===== config.mk =====
export PLATFORM = sky130hd
export DESIGN_NAME = preemptive_priority_scheduler_flat
export DESIGN_NICKNAME = d
export VERILOG_FILES = /design/src/design/pps_pkg.sv /design/src/design/pps_channels.sv /design/src/design/pps_store.sv /design/src/design/pps_out.sv /design/src/design/preemptive_priority_scheduler.sv /design/src/flat_wrapper.sv
export SDC_FILE = /design/constraint.sdc
export NUM_CORES = 1
export LEC_CHECK = 0
export CELL_PAD_IN_SITES_DETAIL_PLACEMENT = 0
export CELL_PAD_IN_SITES_GLOBAL_PLACEMENT = 1
export CORE_ASPECT_RATIO = 0.9
export CORE_MARGIN = 2
export CORE_UTILIZATION = 50
export CTS_BUF_LIST = sky130_fd_sc_hd__clkbuf_8
export CTS_CLUSTER_DIAMETER = 40
export DETAILED_ROUTE_END_ITERATION = 16
export DONT_BUFFER_PORTS = 1
export PLACE_DENSITY_LB_ADDON = 0.08
export SLEW_MARGIN = 40
export SYNTH_ARGS = -nofsm -noshare
export SYNTH_HDL_FRONTEND = slang
export SYNTH_HIERARCHICAL = 1
export SYNTH_SLANG_ARGS = --single-unit

===== constraint.sdc =====
create_clock -name clock -period 9.42 [get_ports clock]
set_clock_uncertainty 0.05 [all_clocks]
set_input_delay 0.471 -clock clock [delete_from_list [all_inputs] [get_ports clock]]
set_output_delay 0.471 -clock clock [all_outputs]
set_load 0.01 [all_outputs]

===== src/design/pps_pkg.sv =====
// Shared types and constants of the preemptive priority scheduler.
// Depends on nothing; every other file of the block imports it.
package pps_pkg;

   localparam int TIME_W     = 16;
   localparam int PRI_W      = 8;
   localparam int SUM_W      = 20;
   localparam int DONE_W     = 4;
   localparam int SLOT_FW    = 3;
   localparam int COUNT_W    = 4;
   localparam logic [COUNT_W-1:0] COUNT_RESET = 4'd8;

   localparam logic CMD_LOAD = 1'b0;
   localparam logic CMD_TICK = 1'b1;

   localparam logic [TIME_W-1:0] TIME_MAX = '1;
   localparam logic [SUM_W-1:0]  SUM_MAX  = '1;
   localparam logic [DONE_W-1:0] DONE_MAX = '1;

   // One process slot as kept in the slot memory
   typedef struct packed {
      logic [PRI_W-1:0]  pri;
      logic [TIME_W-1:0] arrival;
      logic [TIME_W-1:0] burst;
      logic [TIME_W-1:0] remaining;
   } entry_type;

   // One result beat
   typedef struct packed {
      logic [SLOT_FW-1:0] running_slot;
      logic               idle;
      logic               new_segment;
      logic [TIME_W-1:0]  segment_start;
      logic               finished;
      logic [TIME_W-1:0]  finish_time;
      logic [TIME_W-1:0]  turnaround;
      logic [TIME_W-1:0]  waiting;
      logic [SUM_W-1:0]   total_turnaround;
      logic [SUM_W-1:0]   total_waiting;
      logic               all_done;
   } result_type;

endpackage


===== src/design/pps_channels.sv =====
// Valid/ready channel interfaces for request and response beats.
// Depends on pps_pkg for field widths.
interface pps_req_if;
   import pps_pkg::*;
   logic               valid;
   logic               ready;
   logic               command;
   logic [SLOT_FW-1:0] slot;
   logic [PRI_W-1:0]   priority_req;
   logic [TIME_W-1:0]  arrival;
   logic [TIME_W-1:0]  burst;

   modport source (output valid, command, slot, priority_req, arrival, burst, input ready);
   modport sink   (input valid, command, slot, priority_req, arrival, burst, output ready);
endinterface

interface pps_rsp_if;
   import pps_pkg::*;
   logic               valid;
   logic               ready;
   logic [SLOT_FW-1:0] running_slot;
   logic               idle;
   logic               new_segment;
   logic [TIME_W-1:0]  segment_start;
   logic               finished;
   logic [TIME_W-1:0]  finish_time;
   logic [TIME_W-1:0]  turnaround;
   logic [TIME_W-1:0]  waiting;
   logic [SUM_W-1:0]   total_turnaround;
   logic [SUM_W-1:0]   total_waiting;
   logic               all_done;

   modport source (output valid, running_slot, idle, new_segment, segment_start, finished,
                   finish_time, turnaround, waiting, total_turnaround, total_waiting,
                   all_done, input ready);
   modport sink   (input valid, running_slot, idle, new_segment, segment_start, finished,
                   finish_time, turnaround, waiting, total_turnaround, total_waiting,
                   all_done, output ready);
endinterface


===== src/design/pps_store.sv =====
// Slot memory: one write and one read port, registered read data.
// Per-entry valid bits make unwritten entries read as all zero. Uses pps_pkg.
module pps_store #(
   parameter int DEPTH  = 8,
   parameter int ADDR_W = 3
) (
   input  logic                clock,
   input  logic                reset,
   input  logic                wr_en,
   input  logic [ADDR_W-1:0]   wr_addr,
   input  pps_pkg::entry_type  wr_data,
   input  logic                rd_en,
   input  logic [ADDR_W-1:0]   rd_addr,
   output pps_pkg::entry_type  rd_data
);
   import pps_pkg::*;

   entry_type              mem [DEPTH];
   logic [DEPTH-1:0]       vld_ff;
   entry_type              rd_ff;
   logic                   rd_vld_ff;

   // Mark entries written since reset
   always_ff @(posedge clock) begin
      if (reset) begin
         vld_ff    <= '0;
         rd_vld_ff <= 1'b0;
      end else begin
         if (wr_en) begin
            vld_ff[wr_addr] <= 1'b1;
         end
         if (rd_en) begin
            rd_vld_ff <= vld_ff[rd_addr];
         end
      end
   end

   // Write and read the array
   always_ff @(posedge clock) begin
      if (wr_en) begin
         mem[wr_addr] <= wr_data;
      end
      if (rd_en) begin
         rd_ff <= mem[rd_addr];
      end
   end

   // Blank entries that were never written
   assign rd_data = rd_vld_ff ? rd_ff : '0;

endmodule


===== src/design/pps_out.sv =====
// Output register of the response channel; holds one beat until taken.
// Uses pps_pkg and the pps_rsp_if interface.
module pps_out (
   input  logic                clock,
   input  logic                reset,
   input  logic                load,
   input  pps_pkg::result_type data,
   output logic                free,
   pps_rsp_if.source           rsp_bus
);
   import pps_pkg::*;

   logic       valid_ff;
   result_type data_ff;

   assign free = !valid_ff || rsp_bus.ready;

   // Hold the beat until the sink takes it
   always_ff @(posedge clock) begin
      if (reset) begin
         valid_ff <= 1'b0;
      end else if (load) begin
         valid_ff <= 1'b1;
      end else if (rsp_bus.ready) begin
         valid_ff <= 1'b0;
      end
   end

   always_ff @(posedge clock) begin
      if (load) begin
         data_ff <= data;
      end
   end

   assign rsp_bus.valid            = valid_ff;
   assign rsp_bus.running_slot     = data_ff.running_slot;
   assign rsp_bus.idle             = data_ff.idle;
   assign rsp_bus.new_segment      = data_ff.new_segment;
   assign rsp_bus.segment_start    = data_ff.segment_start;
   assign rsp_bus.finished         = data_ff.finished;
   assign rsp_bus.finish_time      = data_ff.finish_time;
   assign rsp_bus.turnaround       = data_ff.turnaround;
   assign rsp_bus.waiting          = data_ff.waiting;
   assign rsp_bus.total_turnaround = data_ff.total_turnaround;
   assign rsp_bus.total_waiting    = data_ff.total_waiting;
   assign rsp_bus.all_done         = data_ff.all_done;

endmodule


===== src/design/preemptive_priority_scheduler.sv =====
// Preemptive priority scheduler. A load beat writes one slot. A tick beat scans the first
// min(process_count, PROCESSES) slots, applies the winner and updates the totals when
// the chosen slot completes: the slot memory has one read port, so the scan reads one slot per
// cycle, and the winner is written back with one less unit of work. One beat is in work at a
// time; a finished response waits in the output register while the next request is taken.
// Depends on pps_pkg, pps_channels, pps_store and pps_out.
module preemptive_priority_scheduler #(
   parameter int PROCESSES = 8
) (
   input  logic                     clock,
   input  logic                     reset,
   input  logic                     csr_we,
   input  logic [pps_pkg::COUNT_W-1:0] csr_wdata,
   pps_req_if.sink                  req_bus,
   pps_rsp_if.source                rsp_bus
);
   import pps_pkg::*;

   localparam int SLOT_W = $clog2(PROCESSES);
   localparam int LIM_W  = $clog2(PROCESSES + 1);

   typedef enum logic [2:0] {
      ST_IDLE, ST_SCAN, ST_APPLY, ST_TOTAL, ST_SUM, ST_SEND
   } state_type;

   state_type             state_ff;
   logic [COUNT_W-1:0]    count_ff;
   logic [TIME_W-1:0]     time_ff;
   logic [TIME_W-1:0]     time_in;
   logic [SLOT_W-1:0]     last_slot_ff;
   logic                  last_valid_ff;
   logic [DONE_W-1:0]     done_ff;
   logic [SUM_W-1:0]      sum_tat_ff;
   logic [SUM_W-1:0]      sum_wt_ff;
   logic [LIM_W-1:0]      limit_ff;
   logic [LIM_W-1:0]      limit_in;
   logic [LIM_W-1:0]      iss_ff;
   logic                  pend_ff;
   logic [SLOT_W-1:0]     pend_idx_ff;
   logic                  found_ff;
   logic [SLOT_W-1:0]     best_idx_ff;
   entry_type             best_ff;
   result_type            res_ff;
   result_type            res_out;

   logic                  accept;
   logic                  issue;
   logic                  eligible;
   logic                  load_ok;
   logic                  wr_en;
   logic [SLOT_W-1:0]     wr_addr;
   entry_type             wr_data;
   entry_type             rd_data;
   logic                  out_free;
   logic                  out_load;
   logic [TIME_W-1:0]     wait_in;
   logic [SUM_W:0]        sum_tat_raw;
   logic [SUM_W:0]        sum_wt_raw;

   pps_store #(.DEPTH(PROCESSES), .ADDR_W(SLOT_W)) u_store (
      .clock   (clock),
      .reset   (reset),
      .wr_en   (wr_en),
      .wr_addr (wr_addr),
      .wr_data (wr_data),
      .rd_en   (issue),
      .rd_addr (iss_ff[SLOT_W-1:0]),
      .rd_data (rd_data)
   );

   pps_out u_out (
      .clock   (clock),
      .reset   (reset),
      .load    (out_load),
      .data    (res_out),
      .free    (out_free),
      .rsp_bus (rsp_bus)
   );

   // Process count register
   always_ff @(posedge clock) begin
      if (reset) begin
         count_ff <= COUNT_RESET;
      end else if (csr_we) begin
         count_ff <= csr_wdata;
      end
   end

   assign req_bus.ready = (state_ff == ST_IDLE);
   assign accept        = req_bus.valid && req_bus.ready;
   assign load_ok       = (32'(req_bus.slot) < PROCESSES);

   // Scan: one read per cycle, data compared in the cycle after the read
   assign issue    = (state_ff == ST_SCAN) && (iss_ff < limit_ff);
   assign eligible = pend_ff && (rd_data.arrival <= time_ff) && (rd_data.remaining != '0)
                     && (!found_ff || (rd_data.pri < best_ff.pri));

   // Saturating time advance and scan bound
   always_comb begin
      time_in  = (time_ff == TIME_MAX) ? time_ff : time_ff + 1'b1;
      limit_in = (32'(count_ff) < PROCESSES) ? LIM_W'(count_ff) : LIM_W'(PROCESSES);
   end

   // Memory write: a load at accept, or the winner written back after the scan.
   // Only one beat is in work, so a write never overlaps a read of the same entry.
   always_comb begin
      wr_en   = 1'b0;
      wr_addr = best_idx_ff;
      wr_data = best_ff;
      wr_data.remaining = best_ff.remaining - 1'b1;
      if (accept && (req_bus.command == CMD_LOAD)) begin
         wr_en           = load_ok;
         wr_addr         = SLOT_W'(req_bus.slot);
         wr_data.pri       = req_bus.priority_req;
         wr_data.arrival   = req_bus.arrival;
         wr_data.burst     = req_bus.burst;
         wr_data.remaining = req_bus.burst;
      end else if ((state_ff == ST_APPLY) && found_ff) begin
         wr_en = 1'b1;
      end
   end

   // Waiting time and saturating totals
   always_comb begin
      wait_in     = (res_ff.turnaround > best_ff.burst) ?
                    res_ff.turnaround - best_ff.burst : '0;
      sum_tat_raw = {1'b0, sum_tat_ff} + (SUM_W + 1)'(res_ff.turnaround);
      sum_wt_raw  = {1'b0, sum_wt_ff} + (SUM_W + 1)'(res_ff.waiting);
   end

   // Response beat: totals and completion flag as they stand now
   always_comb begin
      res_out                  = res_ff;
      res_out.total_turnaround = sum_tat_ff;
      res_out.total_waiting    = sum_wt_ff;
      res_out.all_done         = (done_ff == count_ff);
   end

   assign out_load = (state_ff == ST_SEND) && out_free;

   // Sequencer
   always_ff @(posedge clock) begin
      if (reset) begin
         state_ff      <= ST_IDLE;
         time_ff       <= '0;
         last_slot_ff  <= '0;
         last_valid_ff <= 1'b0;
         done_ff       <= '0;
         sum_tat_ff    <= '0;
         sum_wt_ff     <= '0;
         iss_ff        <= '0;
         limit_ff      <= '0;
         pend_ff       <= 1'b0;
         found_ff      <= 1'b0;
      end else begin
         case (state_ff)
            ST_IDLE: begin
               if (accept) begin
                  res_ff      <= '{idle: 1'b1, default: '0};
                  iss_ff      <= '0;
                  limit_ff    <= limit_in;
                  pend_ff     <= 1'b0;
                  found_ff    <= 1'b0;
                  state_ff    <= (req_bus.command == CMD_TICK) ? ST_SCAN : ST_SEND;
               end
            end
            ST_SCAN: begin
               pend_ff     <= issue;
               pend_idx_ff <= iss_ff[SLOT_W-1:0];
               if (issue) begin
                  iss_ff <= iss_ff + 1'b1;
               end
               if (eligible) begin
                  found_ff    <= 1'b1;
                  best_idx_ff <= pend_idx_ff;
                  best_ff     <= rd_data;
               end
               if (!issue && !pend_ff) begin
                  state_ff <= ST_APPLY;
               end
            end
            ST_APPLY: begin
               time_ff  <= time_in;
               if (found_ff) begin
                  res_ff.idle          <= 1'b0;
                  res_ff.running_slot  <= SLOT_FW'(best_idx_ff);
                  res_ff.segment_start <= time_ff;
                  res_ff.new_segment   <= !last_valid_ff || (last_slot_ff != best_idx_ff);
                  last_slot_ff         <= best_idx_ff;
                  last_valid_ff        <= 1'b1;
                  if (best_ff.remaining == TIME_W'(1)) begin
                     res_ff.finished    <= 1'b1;
                     res_ff.finish_time <= time_in;
                     res_ff.turnaround  <= time_in - best_ff.arrival;
                     state_ff           <= ST_TOTAL;
                  end else begin
                     state_ff <= ST_SEND;
                  end
               end else begin
                  state_ff <= ST_SEND;
               end
            end
            ST_TOTAL: begin
               res_ff.waiting <= wait_in;
               sum_tat_ff     <= sum_tat_raw[SUM_W] ? SUM_MAX : sum_tat_raw[SUM_W-1:0];
               state_ff       <= ST_SUM;
            end
            ST_SUM: begin
               sum_wt_ff <= sum_wt_raw[SUM_W] ? SUM_MAX : sum_wt_raw[SUM_W-1:0];
               if (done_ff != DONE_MAX) begin
                  done_ff <= done_ff + 1'b1;
               end
               state_ff <= ST_SEND;
            end
            ST_SEND: begin
               if (out_free) begin
                  state_ff <= ST_IDLE;
               end
            end
            default: begin
               state_ff <= ST_IDLE;
            end
         endcase
      end
   end

   // No memory write may land while the scan reads
   assert property (@(posedge clock) disable iff (reset)
      (state_ff == ST_SCAN) |-> !wr_en)
      else $error("slot memory written during scan");

   // A chosen slot lies inside the scanned range
   assert property (@(posedge clock) disable iff (reset)
      found_ff |-> (LIM_W'(best_idx_ff) < limit_ff))
      else $error("winning slot outside scan range");

   // Time never runs backward
   assert property (@(posedge clock) disable iff (reset)
      !$past(reset) |-> (time_ff >= $past(time_ff)))
      else $error("current time decreased");

   // A read is only outstanding while scanning
   assert property (@(posedge clock) disable iff (reset)
      pend_ff |-> (state_ff == ST_SCAN))
      else $error("read pending outside scan");

endmodule


===== src/flat_wrapper.sv =====
// flat-port wrapper written by rule: the top's interface ports become plain ports
module preemptive_priority_scheduler_flat import pps_pkg::*;
#(
   parameter int PROCESSES = 8
)
  (clock, reset, csr_we, csr_wdata, req_bus_valid, req_bus_command, req_bus_slot, req_bus_priority_req, req_bus_arrival, req_bus_burst, req_bus_ready, rsp_bus_valid, rsp_bus_running_slot, rsp_bus_idle, rsp_bus_new_segment, rsp_bus_segment_start, rsp_bus_finished, rsp_bus_finish_time, rsp_bus_turnaround, rsp_bus_waiting, rsp_bus_total_turnaround, rsp_bus_total_waiting, rsp_bus_all_done, rsp_bus_ready);
  pps_req_if req_bus_i ();
  pps_rsp_if rsp_bus_i ();
  input  logic clock;
  input  logic reset;
  input  logic csr_we;
  input  logic [pps_pkg::COUNT_W-1:0] csr_wdata;
  input wire logic [$bits(req_bus_i.valid)-1:0] req_bus_valid;
  input wire logic [$bits(req_bus_i.command)-1:0] req_bus_command;
  input wire logic [$bits(req_bus_i.slot)-1:0] req_bus_slot;
  input wire logic [$bits(req_bus_i.priority_req)-1:0] req_bus_priority_req;
  input wire logic [$bits(req_bus_i.arrival)-1:0] req_bus_arrival;
  input wire logic [$bits(req_bus_i.burst)-1:0] req_bus_burst;
  output wire logic [$bits(req_bus_i.ready)-1:0] req_bus_ready;
  output wire logic [$bits(rsp_bus_i.valid)-1:0] rsp_bus_valid;
  output wire logic [$bits(rsp_bus_i.running_slot)-1:0] rsp_bus_running_slot;
  output wire logic [$bits(rsp_bus_i.idle)-1:0] rsp_bus_idle;
  output wire logic [$bits(rsp_bus_i.new_segment)-1:0] rsp_bus_new_segment;
  output wire logic [$bits(rsp_bus_i.segment_start)-1:0] rsp_bus_segment_start;
  output wire logic [$bits(rsp_bus_i.finished)-1:0] rsp_bus_finished;
  output wire logic [$bits(rsp_bus_i.finish_time)-1:0] rsp_bus_finish_time;
  output wire logic [$bits(rsp_bus_i.turnaround)-1:0] rsp_bus_turnaround;
  output wire logic [$bits(rsp_bus_i.waiting)-1:0] rsp_bus_waiting;
  output wire logic [$bits(rsp_bus_i.total_turnaround)-1:0] rsp_bus_total_turnaround;
  output wire logic [$bits(rsp_bus_i.total_waiting)-1:0] rsp_bus_total_waiting;
  output wire logic [$bits(rsp_bus_i.all_done)-1:0] rsp_bus_all_done;
  input wire logic [$bits(rsp_bus_i.ready)-1:0] rsp_bus_ready;
  assign req_bus_i.valid = req_bus_valid;
  assign req_bus_i.command = req_bus_command;
  assign req_bus_i.slot = req_bus_slot;
  assign req_bus_i.priority_req = req_bus_priority_req;
  assign req_bus_i.arrival = req_bus_arrival;
  assign req_bus_i.burst = req_bus_burst;
  assign req_bus_ready = req_bus_i.ready;
  assign rsp_bus_valid = rsp_bus_i.valid;
  assign rsp_bus_running_slot = rsp_bus_i.running_slot;
  assign rsp_bus_idle = rsp_bus_i.idle;
  assign rsp_bus_new_segment = rsp_bus_i.new_segment;
  assign rsp_bus_segment_start = rsp_bus_i.segment_start;
  assign rsp_bus_finished = rsp_bus_i.finished;
  assign rsp_bus_finish_time = rsp_bus_i.finish_time;
  assign rsp_bus_turnaround = rsp_bus_i.turnaround;
  assign rsp_bus_waiting = rsp_bus_i.waiting;
  assign rsp_bus_total_turnaround = rsp_bus_i.total_turnaround;
  assign rsp_bus_total_waiting = rsp_bus_i.total_waiting;
  assign rsp_bus_all_done = rsp_bus_i.all_done;
  assign rsp_bus_i.ready = rsp_bus_ready;
  preemptive_priority_scheduler #(.PROCESSES(PROCESSES)) u_core (.clock(clock), .reset(reset), .csr_we(csr_we), .csr_wdata(csr_wdata), .req_bus(req_bus_i), .rsp_bus(rsp_bus_i));
endmodule

# After elaboration in Yosys (flattened, before gate mapping)
# Memories as Yosys holds them, arrays and structs flattened. A register that Yosys moved wholly into a read port is not among the register bits.
# Cells that the tools add are included.
# word_totals
ram_bits	448
mem_count	1
ff_bits	334
word_cells	150
output_inout_bits	113
input_bits	53
# op_classes
order_cmp	8
muxes	37
n_reduce_logical	36
n_bitwise	3
eq_ne	17
addsub	8
# mem_list
memory	depth	word_bits	rd	rd_clocked_by_memory_dff	write_ports	line	text
u_core.u_store.mem	8	56	1	1	1	pps_store.sv:18	entry_type mem [DEPTH];
# op_table
op	count
$mux W56	2
$mux W111	1
$pmux W54 S2	1
$mux W54	1
$add A20 B16 Y21	2
$mux W20	2
$mux W33	1
$mux W16	2
$pmux W16 S2	1
$sub A16 B16 Y16	2
$mux W3	7
$pmux W3 S6	1
$add A16 B1 Y16 const B	1
$eq A16 B1 Y1 const B	1
$eq A16 B16 Y1 const B	1
$gt A16 B16 Y1	1
$le A16 B16 Y1	1
$reduce_bool A16 Y1	1
$sub A16 B1 Y16 const B	1
$reduce_and A3 Y1	5
$mux W4	3
$logic_and A1 B1 Y1	10
$mux W1	10
$reduce_and A2 Y1	5
other kinds (26)	46

# Depth between registers and ports, before layout
# logic_depth
depth_word	9
ltp_mapped	18
mapped_depth_nobuf	15

# By module
# Netlist, hierarchy kept.
# modules_own_cells
module	n_inst	seq_area_each_um2	area_per_inst_um2	cells_each
pps_store	1	15314.7	19453.7	806
preemptive_priority_scheduler	1	5585.4	12326.8	1297
pps_out	1	3353.2	3379.5	115

# Worst setup path before layout
# OpenSTA, ideal clock, no wires.
# synth_timing
kind	register to register
startpoint	register u_core.state_ff[0]
endpoint	memory u_core/u_store/mem[0][0] in the netlist's numbering (enable)
period_less_slack_ns	8.088
path_slack_ns	1.332
path_stages_with_launch	8
arrival_time_ns	7.406
setup_ns	0.631
t_required_ns	8.739
cell_sequence	dfxtp_1 -> nor3_1 -> and2_0 -> nand2b_1 -> clkbuf_1 -> nand2_1 -> nand2_1 -> nor4b_1
# synth_between
word_cells_on_any_way	10
cone_classes	eq/ne (1); mux (5); reduce/logical (4)
# synth_rtl
element	line	text
start: declaration	preemptive_priority_scheduler.sv:26	state_type state_ff;
start signal: assignment	preemptive_priority_scheduler.sv:164	state_ff <= (req_bus.command == CMD_TICK) ? ST_SCAN : ST_SEND;
$logic_not A3 Y1	preemptive_priority_scheduler.sv:89	assign req_bus.ready = (state_ff == ST_IDLE);
named net req_bus_ready	flat_wrapper.sv:19	output wire logic [$bits(req_bus_i.ready)-1:0] req_bus_ready;
$logic_and A1 B1 Y1	preemptive_priority_scheduler.sv:90	assign accept = req_bus.valid && req_bus.ready;
$logic_and A1 B1 Y1	preemptive_priority_scheduler.sv:111	if (accept && (req_bus.command == CMD_LOAD)) begin
$mux W3	preemptive_priority_scheduler.sv:111	
named net u_core.wr_addr[2]	preemptive_priority_scheduler.sv:51	logic [SLOT_W-1:0] wr_addr;
end: declaration	pps_store.sv:18	
# The timed path passes the listed nets, and every way through them passes these cells.

# Final worst setup path
# layout_timing
startpoint	register u_core.time_ff[0]
endpoint	register u_core/res_ff[71] in the netlist's numbering (data pin)
# layout_between
elab_chain_cells	6
word_cells_on_any_way	7
cone_classes	add/sub (2); eq/ne (1); mux (4)
# layout_rtl
element	line	text
start: declaration	preemptive_priority_scheduler.sv:28	logic [TIME_W-1:0] time_ff;
start signal: assignment	preemptive_priority_scheduler.sv:183	time_ff <= time_in;
$add A16 B1 Y16 / $eq A16 B16 Y1 (equally long branches)	preemptive_priority_scheduler.sv:100	time_in = (time_ff == TIME_MAX) ? time_ff : time_ff + 1'b1;
$mux W16 (*)	preemptive_priority_scheduler.sv:100	
named net u_core.time_in[2]	preemptive_priority_scheduler.sv:29	logic [TIME_W-1:0] time_in;
$sub A16 B16 Y16 (*)	preemptive_priority_scheduler.sv:194	res_ff.turnaround <= time_in - best_ff.arrival;
$mux W33 (*)	preemptive_priority_scheduler.sv:191	if (best_ff.remaining == TIME_W'(1)) begin
$mux W54 (*)	preemptive_priority_scheduler.sv:184	if (found_ff) begin
$pmux W54 S2 (*)	preemptive_priority_scheduler.sv:156	case (state_ff)
end: declaration	preemptive_priority_scheduler.sv:43	result_type res_ff;
# The timed path passes the listed nets; every way through them passes the cells marked *. The select of a mux whose other input is x is not followed.
# A chain may end at the register's enable or synchronous reset.

==> impl_results.md <==
* Yosys Warn Count at 6
* Synth Instances at approximately 2200
* Post-synth net total at 2369
* Maximum vdd ir drop at between 0.1 and 0.15 mV
* F_max at 235.9 MHz
* GR Util All Layers at roughly 22%
* Fillcell total at about 5600
* Multiplexer share of the synthesized area at under 10%
* Worst Hold Class: in2reg
* Drt via density at 5.648
* Chip width at between 200 and 300 um
* Synth Area in Compound Gates at under 10%
* 1st-pass router iterations at 5
* Main combinational cell family by area after synthesis: multiplexers
* PD cells at just over 200 mW/mm^2
* Register Area at about 0.024 mm^2
* Post-synth top area share at between 60% and 70%
* First-pass GRT wire length at roughly 120000 um
* Num ports at between 150 and 200
* Critical path endpoint category: flop
* Switching power at a little over 2000 uW
* Most frequent CP cell: ha_1
* Final WL at 78740 um
* Nets@finish at about 2500
* Setup_tns at 0 ns
* Worst setup margin at 5.181 ns
* Placer congestion estimate at slightly below 0.9
* H-Tree Depth at 4
* Status: completed
* CP peak stage delay at about 0.5 ns
* CORE AREA at between 0.06 and 0.07 mm^2
* FFs w/ async S/R, synth at 0%
* Most common cell after layout, fill and taps aside: edfxtp_1
* Remaining global-route overflow at 0
* WP data required at 9.86 ns
* Place WS at 5.259 ns
* Die Area at around 0.072 mm^2
* Minimum clock period at between 4 and 5 ns
* CTS tree: done
* Seq pwr share at a little over half
* PostCTS Resize Cnt at 0
* Post-synth EDFFs at roughly 750
* Max Cap Viol at 0
* Critical Path, Cell by Cell: ha_1 > and3_1 > and4_1 > nand2b_1 > and2_1 > xnor2_1 > ha_1 > nor2b_1 > o31a_1 > o31ai_1 > a31oi_1 > o41ai_1 > xor2_1 > nor2_1
* Post-Synth XOR/XNOR Area at 2.242%
* Most frequent cells in the layout: edfxtp_1, nor2_1, clkbuf_8
* Main synth FF type: edfxtp_1
* RSZ-0062 raised after global routing: no
* Startpoint Class: flop
* Fin crit share at roughly 45%
* Antenna violations before repair at 5
* Max transition margin at between 40% and 50%
* Flops & latches, synth at ~840
* Seq/Total Area, Yosys at roughly 69%
* Worst-path clk slew at roughly 0.06 ns
* CP max FO at 8
* Switch share at about a quarter
* Clk root buf: clkbuf_8
* Iter 0 DRT Violations at around 1500
* CP Class: reg2reg
* Clock buffer depth at 3
* Adder-cell area share of the yosys netlist at 3.573%
* Top cell type by total area after synthesis: edfxtp_1
* P_leak at about 0.013 uW
* Vias in the first global route at around 19000
* DRT antenna net count at 0
* Syn-to-layout area delta at 10.99%
* Comb power frac at about a tenth
* Buffers added on ports at 0
* Pint at 6071 uW
* Sink Count at 838
* Synth Area per Inst at between 15 and 20 um^2
* Post-Synth Simple-Gate Area at roughly 7.4%
* Number of buffers and inverters on the critical path at 0
* Synth top area cells: edfxtp_1, mux4_2, dfxtp_1, ha_1, nor2_1
* Max-slew violations at 0
* Detail Placement HPWL at roughly 49000 um
* Netlist cell types at 76
* Clock share of power at between 30% and 40%
* Layout cells sized above 1 at about 17%
* Fin util at a little under three fifths
* Critical path arrival at roughly 4.7 ns
* Site Rows at 92
* Die height at approximately 260 um
* Largest net degree at the start of global routing at just over 90
* Clock latency on the worst-skew pair at 0.78 ns
* Number of CTS-inserted buffers at 140
* DR WL/cell at ~23 um
* Setup violations, final at 0
* Area used by multi-input combinational logic at slightly above 0.01 mm^2
* Final Hold Fails at 0
* Initial core utilization at around half
* DRC at 0
* CP delay by family, top: compound AO/OA/AOI/OAI gates
* Synthesized area at approximately 0.035 mm^2
* Vias at roughly 19000
* Worst-margin pin slew at 0.8530 ns
* Critical Path Slowest Stage Cell: dfxtp_1
[power groups by stage]
| stage | Clock [uW] | Combinational (uW) | Sequential [uW] |
|---|---|---|---|
| after floorplan | 0 | 559 | 4420 |
| after global placement | 0 | 710 | 4460 |
| after global routing | 3230 | 832 | 4390 |
| after CTS | 3060 | 756 | 4380 |
| after detailed placement | 0 | 739 | 4460 |
| final | 2970 | 751 | 4380 |
[cells by family after synthesis]
group                      count (synthesis)
xor gates and xnor gates                  90
muxes                                    182
adders and majority gates                 98
and+or+nand+nor                          527
AOI/OAI and AO/OA                        321
buffers and inverters                    162
DFF                                      838
[cells in the mapped netlist, drive strengths merged, types with 15 or more instances]
master  number
a21o        25
dfxtp       91
nor3        32
inv         77
mux4       113
edfxtp     747
and2        75
clkbuf      47
nor2       172
nand4       15
a211oi      46
nand3       29
xor2        37
a31oi       15
nand2      119
o21ai       89
a21oi       78
xnor2       53
buf         38
ha          94
mux2        56
o21a        15
[path summary, 6_finish.rpt]
path                                                      endpoint                             start  cells after the start  slack (ns)
hold / removal               u_core/u_store/vld_ff[1]$_SDFFE_PP0P_                             reset                      2        0.04
hold reg to reg   u_core/u_out/rsp_bus.segment_start[10]$_DFFE_PP_  u_core/res_ff[100]$_SDFFCE_PN0P_                      0        0.36
setup reg to reg                   u_core/res_ff[71]$_SDFFCE_PN0P_    u_core/time_ff[0]$_SDFFE_PP0P_                     14        5.18
setup / recovery                   u_core/res_ff[71]$_SDFFCE_PN0P_    u_core/time_ff[0]$_SDFFE_PP0P_                     14        5.18
[per-stage QoR]
stage	cells	hold WS (ns)	total power (uW)	cell area, um^2
finish	3365	0.04313	8096	39020
global route	3364	0.02210	8449	39020
CTS	3360	0.006711	8200	39010
detailed placement	3099	0.3554	5197	36290
global placement	3095	0.3542	5167	36150
floorplan	2218	0.3503	4975	35160
[cell type report]
class,count,area share [%]
flip-flops and latches,838,62.18
multi-input cells,1218,26.34
clock buffers,149,5.255
well taps,940,3.014
clock inverters,102,1.417
repair buffers,36,1.026
inverters,77,0.7406
diodes,5,0.03206
[worst register-to-register path, cell delays in order, from the launching register on]
cell and delay (ns):
dfxtp_1 0.50, ha_1 0.26, and3_1 0.18, and4_1 0.26, nand2b_1 0.19, and2_1 0.32, xnor2_1 0.27, ha_1 0.31
nor2b_1 0.17, o31a_1 0.29, o31ai_1 0.32, a31oi_1 0.19, o41ai_1 0.42, xor2_1 0.18, nor2_1 0.05
[layer usage]
metal	track usage (%)	wire length (um)	part of all wire, %
met3	4.127	4303	5.5
met1	31.80	36220	46
met5	0	0	0
met2	33.55	36770	47
met4	6.996	1451	1.8
[flip-flops by register name, indices dropped and copies added (netlist names), 4 cells and up]
signal and flops:
u_core/best_ff 56, u_core/count_ff 4, u_core/done_ff 4, u_core/iss_ff 4
u_core/limit_ff 4, u_core/res_ff 70, u_core/sum_tat_ff 20, u_core/sum_wt_ff 20
u_core/time_ff 16, u_core/u_out/rsp_bus.finish_time 16, u_core/u_out/rsp_bus.segment_start 16, u_core/u_out/rsp_bus.total_turnaround 20
u_core/u_out/rsp_bus.total_waiting 20, u_core/u_out/rsp_bus.turnaround 16, u_core/u_out/rsp_bus.waiting 16, u_core/u_store/mem 448
u_core/u_store/rd_ff 56, u_core/u_store/vld_ff 8
[repair_timing]
item | 4_1_cts | 5_1_grt
endpoints found under the hold margin | 102 | 0
hold buffers | 10 | 0
setup buffers | 0 | 0
endpoints found under the setup margin | 0 | 0
Note: power is estimated with default switching activity, not from simulation.
